**src/hdl/iee_pkg.sv**
```systemverilog
// Shared types, constants and codes for the infix expression evaluator.
`timescale 1ns / 1ps
`default_nettype none
package iee_pkg;
	localparam int VALUE_DEPTH_DEF    = 16;
	localparam int OPERATOR_DEPTH_DEF = 16;
	localparam int WORD_WIDTH_DEF     = 32;

	localparam logic [2:0] OP_LPAREN = 3'd0;
	localparam logic [2:0] OP_ADD    = 3'd1;
	localparam logic [2:0] OP_SUB    = 3'd2;
	localparam logic [2:0] OP_MUL    = 3'd3;
	localparam logic [2:0] OP_DIV    = 3'd4;

	localparam logic [2:0] ST_OK        = 3'd0;
	localparam logic [2:0] ST_OVERFLOW  = 3'd1;
	localparam logic [2:0] ST_MALFORMED = 3'd2;
	localparam logic [2:0] ST_DIVIDE    = 3'd3;
	localparam logic [2:0] ST_BADCHAR   = 3'd4;

	localparam logic [7:0] CH_ZERO   = 8'h30;
	localparam logic [7:0] CH_NINE   = 8'h39;
	localparam logic [7:0] CH_SPACE  = 8'h20;
	localparam logic [7:0] CH_LPAREN = 8'h28;
	localparam logic [7:0] CH_RPAREN = 8'h29;
	localparam logic [7:0] CH_PLUS   = 8'h2B;
	localparam logic [7:0] CH_MINUS  = 8'h2D;
	localparam logic [7:0] CH_STAR   = 8'h2A;
	localparam logic [7:0] CH_SLASH  = 8'h2F;

	// datapath commands
	typedef struct packed {
		logic clear;      // reset all stack/number state
		logic digit;      // accumulate digit from char
		logic flush;      // push accumulator if active
		logic push_op;    // push op code
		logic [2:0] op;
		logic pop_op;     // drop top operator
		logic reduce;     // start reduction of top operator
	} iee_cmd_t;

	typedef struct packed {
		logic busy;         // datapath working on a command
		logic err_valid;    // error reported by last command
		logic [2:0] err;
		logic [2:0] top_op;
		logic op_empty;
		logic one_value;
	} iee_stat_t;

	function automatic logic [1:0] rank(input logic [2:0] op);
		case (op)
			OP_ADD, OP_SUB: rank = 2'd1;
			OP_MUL, OP_DIV: rank = 2'd2;
			default:        rank = 2'd0;
		endcase
	endfunction
endpackage
`default_nettype wire

```
**src/hdl/infix_expression_evaluator_unit.sv**
```systemverilog
// Top level of the infix integer expression evaluator.
`timescale 1ns / 1ps
`default_nettype none
// Evaluates an infix integer expression fed one ASCII character per input beat
// (digits, space, + - * / ( )), with tlast marking the final character. The
// result beat carries the 32-bit value and a status (0 ok, 1 stack overflow,
// 2 malformed, 3 divide error, 4 bad character); the value is zero on error.
// An operator or right parenthesis may trigger reductions of stacked
// operators; a division runs on the bit-serial divider. After the final
// character the last number is pushed, the remaining operators are reduced
// and the result beat follows. The controller handles one character at a
// time and holds input off while a result beat waits.
module infix_expression_evaluator_unit #(
	parameter int VALUE_DEPTH    = iee_pkg::VALUE_DEPTH_DEF,
	parameter int OPERATOR_DEPTH = iee_pkg::OPERATOR_DEPTH_DEF,
	parameter int WORD_WIDTH     = iee_pkg::WORD_WIDTH_DEF
) (
	input  wire         clk,
	input  wire         arst_n,
	input  wire         s_tvalid,
	output logic        s_tready,
	input  wire  [7:0]  s_tdata,   // [7:0] char_code
	input  wire         s_tlast,
	output logic        m_tvalid,
	input  wire         m_tready,
	output logic [39:0] m_tdata    // [31:0] result_value, [34:32] status
);
	import iee_pkg::*;

	iee_cmd_t              cmd;
	iee_stat_t             stat;
	logic [WORD_WIDTH-1:0] bottom;
	logic [2:0]            rstat;
	logic [31:0]           value;

	iee_control u_ctrl (
		.clk(clk), .arst_n(arst_n),
		.in_valid(s_tvalid), .in_ready(s_tready),
		.char_code(s_tdata), .last_char(s_tlast),
		.stat(stat), .cmd(cmd),
		.res_valid(m_tvalid), .res_status(rstat), .res_ready(m_tready)
	);

	iee_datapath #(
		.VALUE_DEPTH(VALUE_DEPTH), .OPERATOR_DEPTH(OPERATOR_DEPTH),
		.WORD_WIDTH(WORD_WIDTH)
	) u_dp (
		.clk(clk), .arst_n(arst_n), .char_code(s_tdata),
		.cmd(cmd), .stat(stat), .bottom_value(bottom)
	);

	// sign-extend or truncate the word to 32 bits
	assign value = 32'($signed(bottom));

	assign m_tdata = {5'd0, rstat, (rstat == ST_OK) ? value : 32'd0};
endmodule
`default_nettype wire

```
**src/hdl/iee_datapath.sv**
```systemverilog
// Stacks, number builder, ALU and serial divider of the evaluator.
`timescale 1ns / 1ps
`default_nettype none
module iee_datapath #(
	parameter int VALUE_DEPTH    = iee_pkg::VALUE_DEPTH_DEF,
	parameter int OPERATOR_DEPTH = iee_pkg::OPERATOR_DEPTH_DEF,
	parameter int WORD_WIDTH     = iee_pkg::WORD_WIDTH_DEF
) (
	input  wire                    clk,
	input  wire                    arst_n,
	input  wire [7:0]              char_code,
	input  iee_pkg::iee_cmd_t      cmd,
	output iee_pkg::iee_stat_t     stat,
	output logic [WORD_WIDTH-1:0]  bottom_value
);
	import iee_pkg::*;

	localparam int VW = $clog2(VALUE_DEPTH + 1);
	localparam int OW = $clog2(OPERATOR_DEPTH + 1);
	localparam int VI = $clog2(VALUE_DEPTH);
	localparam int OI = $clog2(OPERATOR_DEPTH);
	localparam int CW = $clog2(WORD_WIDTH + 1);
	localparam logic [WORD_WIDTH-1:0] SIGN = {1'b1, {(WORD_WIDTH-1){1'b0}}};

	localparam logic [2:0] DS_IDLE = 3'd0;
	localparam logic [2:0] DS_RDB  = 3'd1;
	localparam logic [2:0] DS_RDA  = 3'd2;
	localparam logic [2:0] DS_EXEC = 3'd3;
	localparam logic [2:0] DS_DIV  = 3'd4;
	localparam logic [2:0] DS_WB   = 3'd5;

	logic [WORD_WIDTH-1:0] vmem [VALUE_DEPTH];
	logic [2:0]            omem [OPERATOR_DEPTH];
	logic [VW-1:0]         vcnt_q;
	logic [OW-1:0]         ocnt_q;
	logic [WORD_WIDTH-1:0] acc_q;
	logic                  active_q;
	logic [2:0]            top_q;
	logic [WORD_WIDTH-1:0] bottom_q;
	logic [2:0]            state_q;
	logic [2:0]            rop_q;
	logic [WORD_WIDTH-1:0] rd_q, a_q, b_q;
	logic [WORD_WIDTH-1:0] rem_q, quo_q, den_q;
	logic [CW-1:0]         cnt_q;
	logic                  neg_q;
	logic                  err_v_q;
	logic [2:0]            err_q;

	logic [WORD_WIDTH-1:0] res_word;
	logic [WORD_WIDTH-1:0] acc_next;
	logic [WORD_WIDTH-1:0] mag_a, mag_b;
	logic [WORD_WIDTH:0]   trial;
	logic [WORD_WIDTH-1:0] rem_sh;

	assign acc_next = WORD_WIDTH'(acc_q * WORD_WIDTH'(10))
		+ WORD_WIDTH'(char_code - CH_ZERO);
	assign mag_a = a_q[WORD_WIDTH-1] ? (~a_q + 1'b1) : a_q;
	assign mag_b = b_q[WORD_WIDTH-1] ? (~b_q + 1'b1) : b_q;
	assign rem_sh = {rem_q[WORD_WIDTH-2:0], quo_q[WORD_WIDTH-1]};
	assign trial = {1'b0, rem_sh} - {1'b0, den_q};

	// reads at a signal-chosen address are registered
	always_ff @(posedge clk) begin
		if (state_q == DS_RDB || state_q == DS_RDA)
			rd_q <= vmem[VI'(vcnt_q - 1'b1)];
	end

	always_ff @(posedge clk or negedge arst_n) begin
		if (!arst_n) begin
			vcnt_q   <= '0;
			ocnt_q   <= '0;
			acc_q    <= '0;
			active_q <= 1'b0;
			state_q  <= DS_IDLE;
			err_v_q  <= 1'b0;
			err_q    <= ST_OK;
			top_q    <= OP_LPAREN;
			cnt_q    <= '0;
		end else begin
			err_v_q <= 1'b0;
			if (cmd.clear) begin
				vcnt_q   <= '0;
				ocnt_q   <= '0;
				acc_q    <= '0;
				active_q <= 1'b0;
			end else if (cmd.digit) begin
				acc_q    <= acc_next;
				active_q <= 1'b1;
			end else if (cmd.flush && active_q) begin
				acc_q    <= '0;
				active_q <= 1'b0;
				if (vcnt_q >= VW'(VALUE_DEPTH)) begin
					err_v_q <= 1'b1;
					err_q   <= ST_OVERFLOW;
				end else begin
					vcnt_q <= vcnt_q + 1'b1;
				end
			end else if (cmd.push_op) begin
				if (ocnt_q >= OW'(OPERATOR_DEPTH)) begin
					err_v_q <= 1'b1;
					err_q   <= ST_OVERFLOW;
				end else begin
					ocnt_q <= ocnt_q + 1'b1;
					top_q  <= cmd.op;
				end
			end else if (cmd.pop_op) begin
				ocnt_q <= ocnt_q - 1'b1;
				if (ocnt_q > OW'(1))
					top_q <= omem[OI'(ocnt_q - OW'(2))];
			end
			unique case (state_q)
				DS_IDLE: begin
					if (cmd.reduce) begin
						rop_q  <= top_q;
						ocnt_q <= ocnt_q - 1'b1;
						if (ocnt_q > OW'(1))
							top_q <= omem[OI'(ocnt_q - OW'(2))];
						if (top_q == OP_LPAREN || vcnt_q < VW'(2)) begin
							err_v_q <= 1'b1;
							err_q   <= ST_MALFORMED;
						end else begin
							state_q <= DS_RDB;
						end
					end
				end
				DS_RDB: begin
					vcnt_q  <= vcnt_q - 1'b1;
					state_q <= DS_RDA;
				end
				DS_RDA: begin
					b_q     <= rd_q;
					vcnt_q  <= vcnt_q - 1'b1;
					state_q <= DS_EXEC;
				end
				DS_EXEC: begin
					a_q <= rd_q;
					state_q <= DS_WB;
					if (rop_q == OP_DIV)
						state_q <= DS_DIV;
					cnt_q <= '0;
				end
				DS_DIV: begin
					if (cnt_q == '0) begin
						if (b_q == '0 || (a_q == SIGN && b_q == '1)) begin
							err_v_q <= 1'b1;
							err_q   <= ST_DIVIDE;
							state_q <= DS_IDLE;
						end else begin
							rem_q <= '0;
							quo_q <= mag_a;
							den_q <= mag_b;
							neg_q <= a_q[WORD_WIDTH-1] ^ b_q[WORD_WIDTH-1];
							cnt_q <= cnt_q + 1'b1;
						end
					end else begin
						if (trial[WORD_WIDTH]) begin
							rem_q <= rem_sh;
							quo_q <= {quo_q[WORD_WIDTH-2:0], 1'b0};
						end else begin
							rem_q <= trial[WORD_WIDTH-1:0];
							quo_q <= {quo_q[WORD_WIDTH-2:0], 1'b1};
						end
						if (cnt_q == CW'(WORD_WIDTH))
							state_q <= DS_WB;
						cnt_q <= cnt_q + 1'b1;
					end
				end
				DS_WB: begin
					vcnt_q  <= vcnt_q + 1'b1;
					state_q <= DS_IDLE;
				end
				default: state_q <= DS_IDLE;
			endcase
		end
	end

	always_comb begin
		case (rop_q)
			OP_ADD:  res_word = a_q + b_q;
			OP_SUB:  res_word = a_q - b_q;
			OP_MUL:  res_word = WORD_WIDTH'(a_q * b_q);
			default: res_word = neg_q ? (~quo_q + 1'b1) : quo_q;
		endcase
	end

	// stack writes
	always_ff @(posedge clk) begin
		if (!cmd.clear && !cmd.digit && cmd.flush && active_q
				&& vcnt_q < VW'(VALUE_DEPTH)) begin
			vmem[VI'(vcnt_q)] <= acc_q;
			if (vcnt_q == '0)
				bottom_q <= acc_q;
		end else if (state_q == DS_WB) begin
			vmem[VI'(vcnt_q)] <= res_word;
			if (vcnt_q == '0)
				bottom_q <= res_word;
		end
		if (!cmd.clear && !cmd.digit && !(cmd.flush && active_q) && cmd.push_op
				&& ocnt_q < OW'(OPERATOR_DEPTH))
			omem[OI'(ocnt_q)] <= cmd.op;
	end

	assign bottom_value   = bottom_q;
	assign stat.busy      = (state_q != DS_IDLE);
	assign stat.err_valid = err_v_q;
	assign stat.err       = err_q;
	assign stat.top_op    = top_q;
	assign stat.op_empty  = (ocnt_q == '0);
	assign stat.one_value = (vcnt_q == VW'(1));

	a_cnt_bound: assert property (@(posedge clk) disable iff (!arst_n)
		vcnt_q <= VW'(VALUE_DEPTH) && ocnt_q <= OW'(OPERATOR_DEPTH))
		else $error("stack count beyond depth");
	a_reduce_idle: assert property (@(posedge clk) disable iff (!arst_n)
		cmd.reduce |-> state_q == DS_IDLE)
		else $error("reduce issued while busy");
	a_wb_follow: assert property (@(posedge clk) disable iff (!arst_n)
		state_q == DS_WB |=> state_q == DS_IDLE)
		else $error("writeback did not finish");
endmodule
`default_nettype wire

```
**src/hdl/iee_control.sv**
```systemverilog
// Character decoder and sequencing state machine of the evaluator.
`timescale 1ns / 1ps
`default_nettype none
module iee_control (
	input  wire               clk,
	input  wire               arst_n,
	input  wire               in_valid,
	output logic              in_ready,
	input  wire [7:0]         char_code,
	input  wire               last_char,
	input  iee_pkg::iee_stat_t stat,
	output iee_pkg::iee_cmd_t cmd,
	output logic              res_valid,
	output logic [2:0]        res_status,
	input  wire               res_ready
);
	import iee_pkg::*;

	localparam logic [2:0] S_IDLE   = 3'd0;
	localparam logic [2:0] S_FLUSH  = 3'd1;
	localparam logic [2:0] S_CHK    = 3'd2;
	localparam logic [2:0] S_LOOP   = 3'd3;
	localparam logic [2:0] S_END    = 3'd4;
	localparam logic [2:0] S_FFLUSH = 3'd5;
	localparam logic [2:0] S_OUT    = 3'd6;

	// what the reduce loop is working for
	localparam logic [1:0] K_OP  = 2'd0;
	localparam logic [1:0] K_RP  = 2'd1;
	localparam logic [1:0] K_LP  = 2'd2;
	localparam logic [1:0] K_ALL = 2'd3;

	logic [2:0] state_q;
	logic [7:0] ch_q;
	logic       last_q;
	logic [2:0] sticky_q;
	logic [1:0] kind_q;
	logic [2:0] op_q;
	logic       out_q;
	logic [2:0] ostat_q;
	logic       accept;
	logic       is_digit;
	logic [2:0] sticky_now;
	logic       loop_go;

	assign accept = in_valid && in_ready;
	assign in_ready = (state_q == S_IDLE);
	assign is_digit = char_code >= CH_ZERO && char_code <= CH_NINE;
	assign sticky_now = (stat.err_valid && sticky_q == ST_OK) ? stat.err : sticky_q;
	assign res_valid = out_q;
	assign res_status = ostat_q;

	always_comb begin
		unique case (kind_q)
			K_OP:    loop_go = !stat.op_empty && rank(stat.top_op) >= rank(op_q);
			K_RP:    loop_go = !stat.op_empty && stat.top_op != OP_LPAREN;
			K_ALL:   loop_go = !stat.op_empty;
			default: loop_go = 1'b0;
		endcase
	end

	always_comb begin
		cmd = '0;
		cmd.op = op_q;
		unique case (state_q)
			S_IDLE:   cmd.digit = accept && is_digit && sticky_now == ST_OK;
			S_FLUSH:  cmd.flush = 1'b1;
			S_FFLUSH: cmd.flush = (sticky_now == ST_OK);
			S_LOOP: begin
				// errors and counts of the last command are visible here
				if (!stat.busy && sticky_now == ST_OK) begin
					if (loop_go)
						cmd.reduce = 1'b1;
					else if (kind_q inside {K_OP, K_LP})
						cmd.push_op = 1'b1;
					else if (kind_q == K_RP)
						cmd.pop_op = !stat.op_empty;
				end
			end
			S_OUT:    cmd.clear = res_ready;
			default: ;
		endcase
	end

	always_ff @(posedge clk or negedge arst_n) begin
		if (!arst_n) begin
			state_q  <= S_IDLE;
			sticky_q <= ST_OK;
			out_q    <= 1'b0;
			ostat_q  <= ST_OK;
			last_q   <= 1'b0;
			kind_q   <= K_ALL;
			op_q     <= OP_ADD;
			ch_q     <= '0;
		end else begin
			sticky_q <= sticky_now;
			unique case (state_q)
				S_IDLE: begin
					if (accept) begin
						ch_q   <= char_code;
						last_q <= last_char;
						if (sticky_now == ST_OK && !is_digit)
							state_q <= S_FLUSH;
						else if (last_char)
							state_q <= S_FFLUSH;
					end
				end
				S_FLUSH: state_q <= S_CHK;
				S_CHK: begin
					// classify the character once the number has gone in
					kind_q  <= K_OP;
					op_q    <= OP_ADD;
					state_q <= S_LOOP;
					unique case (ch_q)
						CH_LPAREN: begin kind_q <= K_LP; op_q <= OP_LPAREN; end
						CH_RPAREN: kind_q <= K_RP;
						CH_PLUS:   op_q <= OP_ADD;
						CH_MINUS:  op_q <= OP_SUB;
						CH_STAR:   op_q <= OP_MUL;
						CH_SLASH:  op_q <= OP_DIV;
						CH_SPACE:  state_q <= S_END;
						default: begin
							state_q <= S_END;
							if (sticky_now == ST_OK)
								sticky_q <= ST_BADCHAR;
						end
					endcase
					if (sticky_now != ST_OK)
						state_q <= S_END;
				end
				S_LOOP: begin
					if (!stat.busy && (sticky_now != ST_OK || !loop_go)) begin
						if (kind_q == K_ALL) begin
							out_q   <= 1'b1;
							ostat_q <= (sticky_now == ST_OK && !stat.one_value)
								? ST_MALFORMED : sticky_now;
							state_q <= S_OUT;
						end else begin
							state_q <= S_END;
						end
					end
				end
				S_END: state_q <= last_q ? S_FFLUSH : S_IDLE;
				S_FFLUSH: begin
					// push the last number, then reduce everything
					kind_q  <= K_ALL;
					state_q <= S_LOOP;
				end
				S_OUT: begin
					if (res_ready) begin
						out_q    <= 1'b0;
						sticky_q <= ST_OK;
						last_q   <= 1'b0;
						state_q  <= S_IDLE;
					end
				end
				default: state_q <= S_IDLE;
			endcase
		end
	end

	a_out_only: assert property (@(posedge clk) disable iff (!arst_n)
		out_q |-> state_q == S_OUT)
		else $error("result shown outside output state");
	a_no_take: assert property (@(posedge clk) disable iff (!arst_n)
		state_q != S_IDLE |-> !in_ready)
		else $error("input taken while working");
	a_sticky: assert property (@(posedge clk) disable iff (!arst_n)
		(sticky_q != ST_OK && state_q != S_OUT) |=> sticky_q == $past(sticky_q))
		else $error("first error lost");
endmodule
`default_nettype wire
```
**config.mk**
```make
export PLATFORM = sky130hd
export DESIGN_NAME = infix_expression_evaluator_unit
export DESIGN_NICKNAME = d
export VERILOG_FILES = /design/src/hdl/iee_pkg.sv /design/src/hdl/infix_expression_evaluator_unit.sv /design/src/hdl/iee_datapath.sv /design/src/hdl/iee_control.sv
export SDC_FILE = /design/constraint.sdc
export NUM_CORES = 2
export LEC_CHECK = 0
export ABC_AREA = 1
export BUFFER_PORTS_ARGS = -buffer_cell sky130_fd_sc_hd__buf_4
export CORE_ASPECT_RATIO = 0.6
export CORE_MARGIN = 1
export CORE_UTILIZATION = 24
export CTS_CLUSTER_SIZE = 28
export DETAILED_ROUTE_END_ITERATION = 6
export HOLD_SLACK_MARGIN = 0.06
export SLEW_MARGIN = 10
export SYNTH_ARGS = -nofsm -noshare
export SYNTH_HDL_FRONTEND = slang
export SYNTH_SLANG_ARGS = --single-unit
```
**constraint.sdc**
```tcl
create_clock -name clk -period 7.8 [get_ports clk]
set_clock_uncertainty 0.1 [all_clocks]
set_input_delay 0.39 -clock clk [delete_from_list [all_inputs] [get_ports clk]]
set_output_delay 0.39 -clock clk [all_outputs]
set_load 0.01 [all_outputs]
```
=== After elaboration in Yosys (flattened, before gate mapping) ===
Memory sizes are Yosys's and may differ from the RTL's. A register that Yosys moved wholly into a read port is not among the register bits.
Index checks and enable logic that the tools add are counted.

* Add/sub/neg operators: 14
* Multipliers: 2
* Order comparisons: 9
* Eq/ne operators: 50
* Multiplexer cells: 127
* Bitwise operators: 6
* Reductions and logical operators: 75

{| class="wikitable"
|+ Operator list
! kind !! number
|-
| $mux W32 || 13
|-
| $mux W31 || 4
|-
| $mux W3 || 38
|-
| $add A32 B1 Y32 const B || 3
|-
| $not A32 Y32 || 3
|-
| $pmux W32 S3 || 1
|-
| $add A32 B32 Y32 || 2
|-
| $eq A32 B32 Y1 const B || 2
|-
| $mux W5 || 12
|-
| $eq A8 B6 Y1 const B || 7
|-
| $mux W1 || 36
|-
| $sub A32 B32 Y33 || 1
|-
| $logic_not A32 Y1 || 1
|-
| $mul A32 B3 Y31 const B || 1
|-
| $mul A32 B32 Y32 || 1
|-
| $sub A32 B32 Y32 || 1
|-
| $eq A3 B2 Y1 const B || 10
|-
| $eq A3 B3 Y1 const B || 8
|-
| $pmux W3 S7 || 1
|-
| $logic_and A1 B1 Y1 || 20
|-
| $logic_not A3 Y1 || 6
|-
| $pmux W2 S2 || 4
|-
| $reduce_and A4 Y1 || 4
|-
| $eq A3 B1 Y1 const B || 5
|-
| 46 further kinds || 99
|}

* Bits in registers: 278
* Memory bits (writable): 560
* Input bits: 13
* Output and inout bits: 42
* Memories kept: 2

{| class="wikitable"
|+ Memories
! name !! depth !! width !! rd ports !! clocked after memory_dff !! write ports !! line !! source
|-
| u_dp.vmem || 16 || 32 || 1 || 1 || 1 || iee_datapath.sv:32 || <nowiki>logic [WORD_WIDTH-1:0] vmem [VALUE_DEPTH];</nowiki>
|-
| u_dp.omem || 16 || 3 || 1 || 0 || 1 || iee_datapath.sv:33 || <nowiki>logic [2:0] omem [OPERATOR_DEPTH];</nowiki>
|}

=== Depth between registers and ports, before layout ===
* Depth after elaboration: 18
* Mapped depth: 38

=== Modules after synthesis ===
From an unflattened synthesis, not the netlist that was laid out.

* Cells, all modules: 6,756
* Area total of the unflattened synthesis: 61,814.3 um2

{| class="wikitable"
|+ By module, submodules not included
! module !! times used !! cells an instance !! area each (um2) !! sequential area each (um2)
|-
| iee_datapath || 1 || 6,480 || 59,940.0 || 25,109.1
|-
| iee_control || 1 || 200 || 1,455.1 || 604.3
|-
| infix_expression_evaluator_unit || 1 || 76 || 419.2 || 0.0
|}

=== Worst setup path after synthesis ===
No wires, ideal clock.

* Path type: register to register
* Start point: register u_dp.b_q[6]
* End point: memory u_dp.vmem[0][27] (netlist name) (data pin)
* Setup time: 0.385 ns
* Arrival: 6.751 ns
* Required time: 7.315 ns
* Path slack: 0.564 ns
* Stages on the path, launching flop included: 28
* Path buffers: 2
* Cells stage by stage: edfxtp_1 -> clkbuf_1 -> clkbuf_1 -> nand2_1 -> inv_1 -> fa_1 -> fa_1 -> fa_1 -> inv_1 -> fa_1 -> inv_1 -> fa_1 -> inv_1 -> fa_1 -> inv_1 -> fa_1 -> fa_1 -> ha_1 -> nand2_1 -> nor4_1 -> nand3_1 -> nand3_1 -> a21o_1 -> a21oi_1 -> o21ai_0 -> nand3_1 -> nand2_1 -> o21ai_0

* Cells in the longest elaborated chain, start to end: 3
* Elaborated cells between the ends (all ways): 5
* Classes of those cells: add/sub (2); mul (1); mux (2)

{| class="wikitable"
|+ Ends and longest elaborated chain
! element !! line !! source
|-
| start: declaration || iee_datapath.sv:42 || <nowiki>logic [WORD_WIDTH-1:0] rd_q, a_q, b_q;</nowiki>
|-
| start signal: assignment || iee_datapath.sv:131 || <nowiki>b_q <= rd_q;</nowiki>
|-
| $mul A32 B32 Y32, or another cell as far along || iee_datapath.sv:181 || <nowiki>OP_MUL: res_word = WORD_WIDTH'(a_q * b_q);</nowiki>
|-
| $pmux W32 S3 (*) || iee_datapath.sv:178 || <nowiki>case (rop_q)</nowiki>
|-
| $mux W32 (no source line) (*) || -- ||
|-
| end: declaration || iee_datapath.sv:32 ||
|}

Mark *: on every way between the ends. The rest lies on a longest branch, timed or not.

=== Final worst setup path ===
* Start point: register u_dp.a_q[10]
* End point: register u_dp.bottom_q[20] (netlist: u_dp.bottom_value[20]) (data pin)

* Cells in the longest elaborated chain, start to end: 5
* Elaborated cells between the ends (all ways): 7
* Classes of those cells: add/sub (2); mul (1); mux (4)

{| class="wikitable"
|+ Ends and longest elaborated chain
! element !! line !! source
|-
| start: declaration || iee_datapath.sv:42 ||
|-
| start signal: assignment || iee_datapath.sv:136 || <nowiki>a_q <= rd_q;</nowiki>
|-
| $mul A32 B32 Y32, or another cell as far along || iee_datapath.sv:181 ||
|-
| $pmux W32 S3 (*) || iee_datapath.sv:178 ||
|-
| $mux W32 (*) || iee_datapath.sv:195 || <nowiki>if (vcnt_q == '0)</nowiki>
|-
| $mux W32 (*) || iee_datapath.sv:193 || <nowiki>end else if (state_q == DS_WB) begin</nowiki>
|-
| $mux W32 (*) || iee_datapath.sv:188 || <nowiki>if (!cmd.clear && !cmd.digit && cmd.flush && active_q</nowiki>
|-
| end signal: assignment || iee_datapath.sv:192 || <nowiki>bottom_q <= acc_q;</nowiki>
|-
| end signal: assignment || iee_datapath.sv:196 || <nowiki>bottom_q <= res_word;</nowiki>
|-
| end: declaration || iee_datapath.sv:39 || <nowiki>logic [WORD_WIDTH-1:0] bottom_q;</nowiki>
|}

Mark *: on every way between the ends. The rest lies on a longest branch, timed or not. The select of a mux whose other input is x is not followed.
A chain may end at the register's enable or synchronous reset.

==> results.py <==
metrics = {
    "status": {
        "status": "finished, violations left",
        "violations": "DRC",
    },
    "clocking": {
        "clk_latency_ns": 0.71,
        "numCtsBuffers": 82,
        "cts_tree": "done",
        "root_buffer": "clkbuf_16",
        "clk_pin_slew_ns": 0.07,
        "clock_path_buffers": 3,
        "cts_max_level": 3,
        "cts.sinks": 870,
    },
    "timing": {
        "slew_violations": 0,
        "setup_viol": 0,
        "fmax_ghz": 0.131,
        "rsz0062_at_grt": "yes",
        "fin_ws_ns": 0.138,
        "min_period_ns": 7.66,
        "hold_violations": 0,
        "maxSlewHeadroom_pct": 7.66,
        "tightest_slew_ns": 1.39,
        "period_share_pct": 98.2,
    },
    "detailed_routing": {
        "drt_first_pass_iters": 7,
        "drt_iter0_drc": 6711,
        "wl_um": 238000,
        "antenna_left": 0,
        "post_drt_wl_per_cell_um": 22.7,
        "routed_via_density": 4.89,
        "route.detailed.drc": 1,
        "vias": 51200,
    },
    "worst_setup_path": {
        "crit_buf_inv": 9,
        "crit_slowest_cell": "fa_1",
        "path_class": "reg2reg",
        "reg2reg_depth": 29,
        "cp.depth": 29,
        "worst_path_largest_cell_delay_ns": 0.57,
        "end_kind": "flop",
        "critPathRequiredTime_ns": 8.15,
        "start_kind": "flop",
        "rr_endpoint": "u_dp.bottom_value[20]",
        "crit_family": "adder cells",
        "cp-endpoint": "u_dp.bottom_value[20]",
        "reg2reg_from": "u_dp.a_q[10]",
        "arrival_ns": 8.01,
        "r2r_slack_ns": 0.14,
        "path_common_cell": "fa_1",
        "cp_max_fo": 10,
        "startpoint": "u_dp.a_q[10]",
    },
    "logic_synthesis": {
        "yosysWarnings": 0,
        "netlist_instances": 6815,
        "yosysSeqAreaShare_pct": 41.6,
        "postSynthAreaPerCell_um2": 9.08,
        "synth_ff_type": "edfxtp_1",
        "synthArstFlopShare_pct": 9.54,
        "yosys-top-cells-area": "edfxtp_1 38%, fa_1 13%, nand2_1 8.0%, inv_1 6.9%, ha_1 5.9%",
        "synth.distinct_cells": 69,
        "ys_ff_latch": 870,
        "yosysTopAreaCell": "edfxtp_1",
        "synth_top_area_share_pct": 38.2,
        "syn_area_um2": 61900,
        "synth-edff-count": 787,
    },
    "floorplanning": {
        "die_area_um2": 260000,
        "fp.dieW_um": 658,
        "start_util_pct": 24.3,
        "io_pins": 55,
        "rows": 143,
        "die_h_um": 395,
        "core_um2": 255000,
    },
    "grt": {
        "grt_pass1_wl_um": 339000,
        "grt-ovfl-total": 0,
        "antenna_found_initial": 17,
        "grt_pass1_vias": 47300,
        "grtUsageTotal_pct": 17.8,
        "grt_max_degree": 93,
    },
    "flow_run": {
        "max-cap-violations": 0,
    },
    "cells_and_area": {
        "nFillCells": 26800,
        "drive_above_1_share_pct": 9.33,
        "multi_input_area_um2": 30900,
        "ff_latch_area_um2": 25700,
        "area_growth_pct": 15.9,
        "nNetsFinal": 7705,
    },
    "place": {
        "dp.final_hpwl_um": 182000,
        "port-buffer-count": 49,
        "place_congestion": 1.04,
        "pre_cts_ws_ns": -0.385,
    },
    "min_path": {
        "hold_path.class": "in2async",
    },
}
==> cells by family after synthesis <==
| family | synth area share (%) |
|---|---|
| other | 0.00606 |
| buffers and inverters | 9.10 |
| AO/OA/AOI/OAI | 11.3 |
| AND/OR/NAND/NOR | 15.4 |
| flip-flops | 41.6 |
| multiplexers | 1.30 |
| adder cells (fa/ha/maj) | 19.3 |
| XOR/XNOR | 2.12 |
==> worst register-to-register path: cells and delay by family (launching register included) <==
kind / cells / cell delay [ns]
compound gates: 4 / 0.89
fa+ha+maj: 9 / 4.06
buf+inv: 9 / 1.03
flops: 1 / 0.42
simple gates: 7 / 0.89
==> synth_stat cells, drive strengths merged (32+ instances only) <==
cell / instances
clkbuf: 227
dfrtp: 80
fa: 412
xor2: 96
o32ai: 32
inv: 1153
mux2i: 79
ha: 293
a21oi: 273
nand3: 203
nor3: 87
buf: 94
nor2: 610
o211ai: 33
xnor2: 54
o22ai: 79
nand4: 36
o221ai: 68
edfxtp: 787
o21ai: 614
nand2: 1318
==> sequential cells by signal, indices dropped and copies added, names as in the netlist, 2 cells and up <==
signal / cells
u_ctrl.op_q: 3
u_dp.rop_q: 3
u_dp.err_q: 3
u_ctrl.state_q: 3
u_dp.b_q: 32
u_dp.quo_q: 32
u_dp.vcnt_q: 5
u_dp.vmem: 512
u_dp.rd_q: 32
u_dp.omem: 48
u_dp.den_q: 32
u_dp.acc_q: 32
u_dp.a_q: 32
u_dp.state_q: 3
u_dp.cnt_q: 6
u_dp.rem_q: 31
u_ctrl.ch_q: 8
u_ctrl.res_status: 3
u_dp.top_q: 3
u_ctrl.sticky_q: 3
u_dp.ocnt_q: 5
u_ctrl.kind_q: 2
u_dp.bottom_value: 32
==> repair_timing <==
item | CTS | global route
endpoints found under the hold margin | 37 | 0
buffers inserted | 1 | 18
endpoints found under the setup margin | 17 | 200
hold buffers | 15 | 0
gates resized for setup | 1 | 56
pin swaps | 1 | 8
gates cloned | 0 | 2
==> final cells by class <==
type | count | share of cell area [%]
timing repair buffer | 405 | 5.04
clock inverter | 65 | 1.04
inverter | 1156 | 6.06
clock buffer | 87 | 2.89
antenna | 11 | 0.0384
sequential | 870 | 35.9
multi-input combinational | 4472 | 43.1
tap | 3407 | 5.94
==> per-layer routing <==
layer | share of wire (%) | routed length (um) | vias to the layer above | global-route usage (%)
li1 | - | - | 22700 | -
met1 | 46 | 110000 | 25100 | 27.4
met2 | 35 | 83000 | 3056 | 21.5
met3 | 17 | 40700 | 224 | 9.47
met4 | 1.5 | 3510 | 10 | 2.58
met5 | 0.080 | 190 | - | 0
==> cells in the final DEF (no fill, tap or decap), types with 33 or more instances in the layout <==
| cell type | instances |
|---|---|
| nand2_1 | 1306 |
| inv_1 | 1140 |
| edfxtp_1 | 787 |
| nor2_1 | 582 |
| o21ai_0 | 571 |
| fa_1 | 408 |
| buf_4 | 342 |
| ha_1 | 285 |
| a21oi_1 | 264 |
| nand3_1 | 197 |
| xor2_1 | 95 |
| clkbuf_16 | 83 |
| o22ai_1 | 79 |
| mux2i_1 | 79 |
| dfrtp_1 | 79 |
| nor3_1 | 71 |
| o221ai_1 | 68 |
| xnor2_1 | 53 |
| buf_12 | 39 |
| nand4_1 | 36 |
| o21ai_1 | 36 |
| o211ai_1 | 33 |
==> through the flow <==
stage	setup TNS [ns]	utilization, %	cells	instance area [um^2]	hold WS [ns]
2_1_floorplan	0	-	6819	61900	-0.00559
3_3_place_gp	-3.94	26.8	10300	68300	0.213
3_5_place_dp	-4.39	26.8	10300	68300	0.217
4_1_cts	0	28.0	10400	71300	0.101
5_1_grt	-1.78	28.1	10500	71700	0.143
6_report	0	28.2	10500	71700	0.147
==> worst min path at each step <==
| stage | to | slack (ns) | cells past startpoint |
|---|---|---|---|
| after floorplan | u_ctrl.ch_q[0] | -0.006 | 0 |
| after global placement | u_ctrl.ch_q[5] | 0.21 | 1 |
| after detailed placement | u_ctrl.ch_q[5] | 0.22 | 1 |
| after CTS | u_ctrl.kind_q[1] | 0.10 | 2 |
| after global routing | u_ctrl.kind_q[0] | 0.14 | 2 |
| final | u_ctrl.kind_q[0] | 0.15 | 2 |
Power is left out: the tool's default activity adds up to more than one toggle a clock period on the data nets, which glitch-free logic cannot reach.
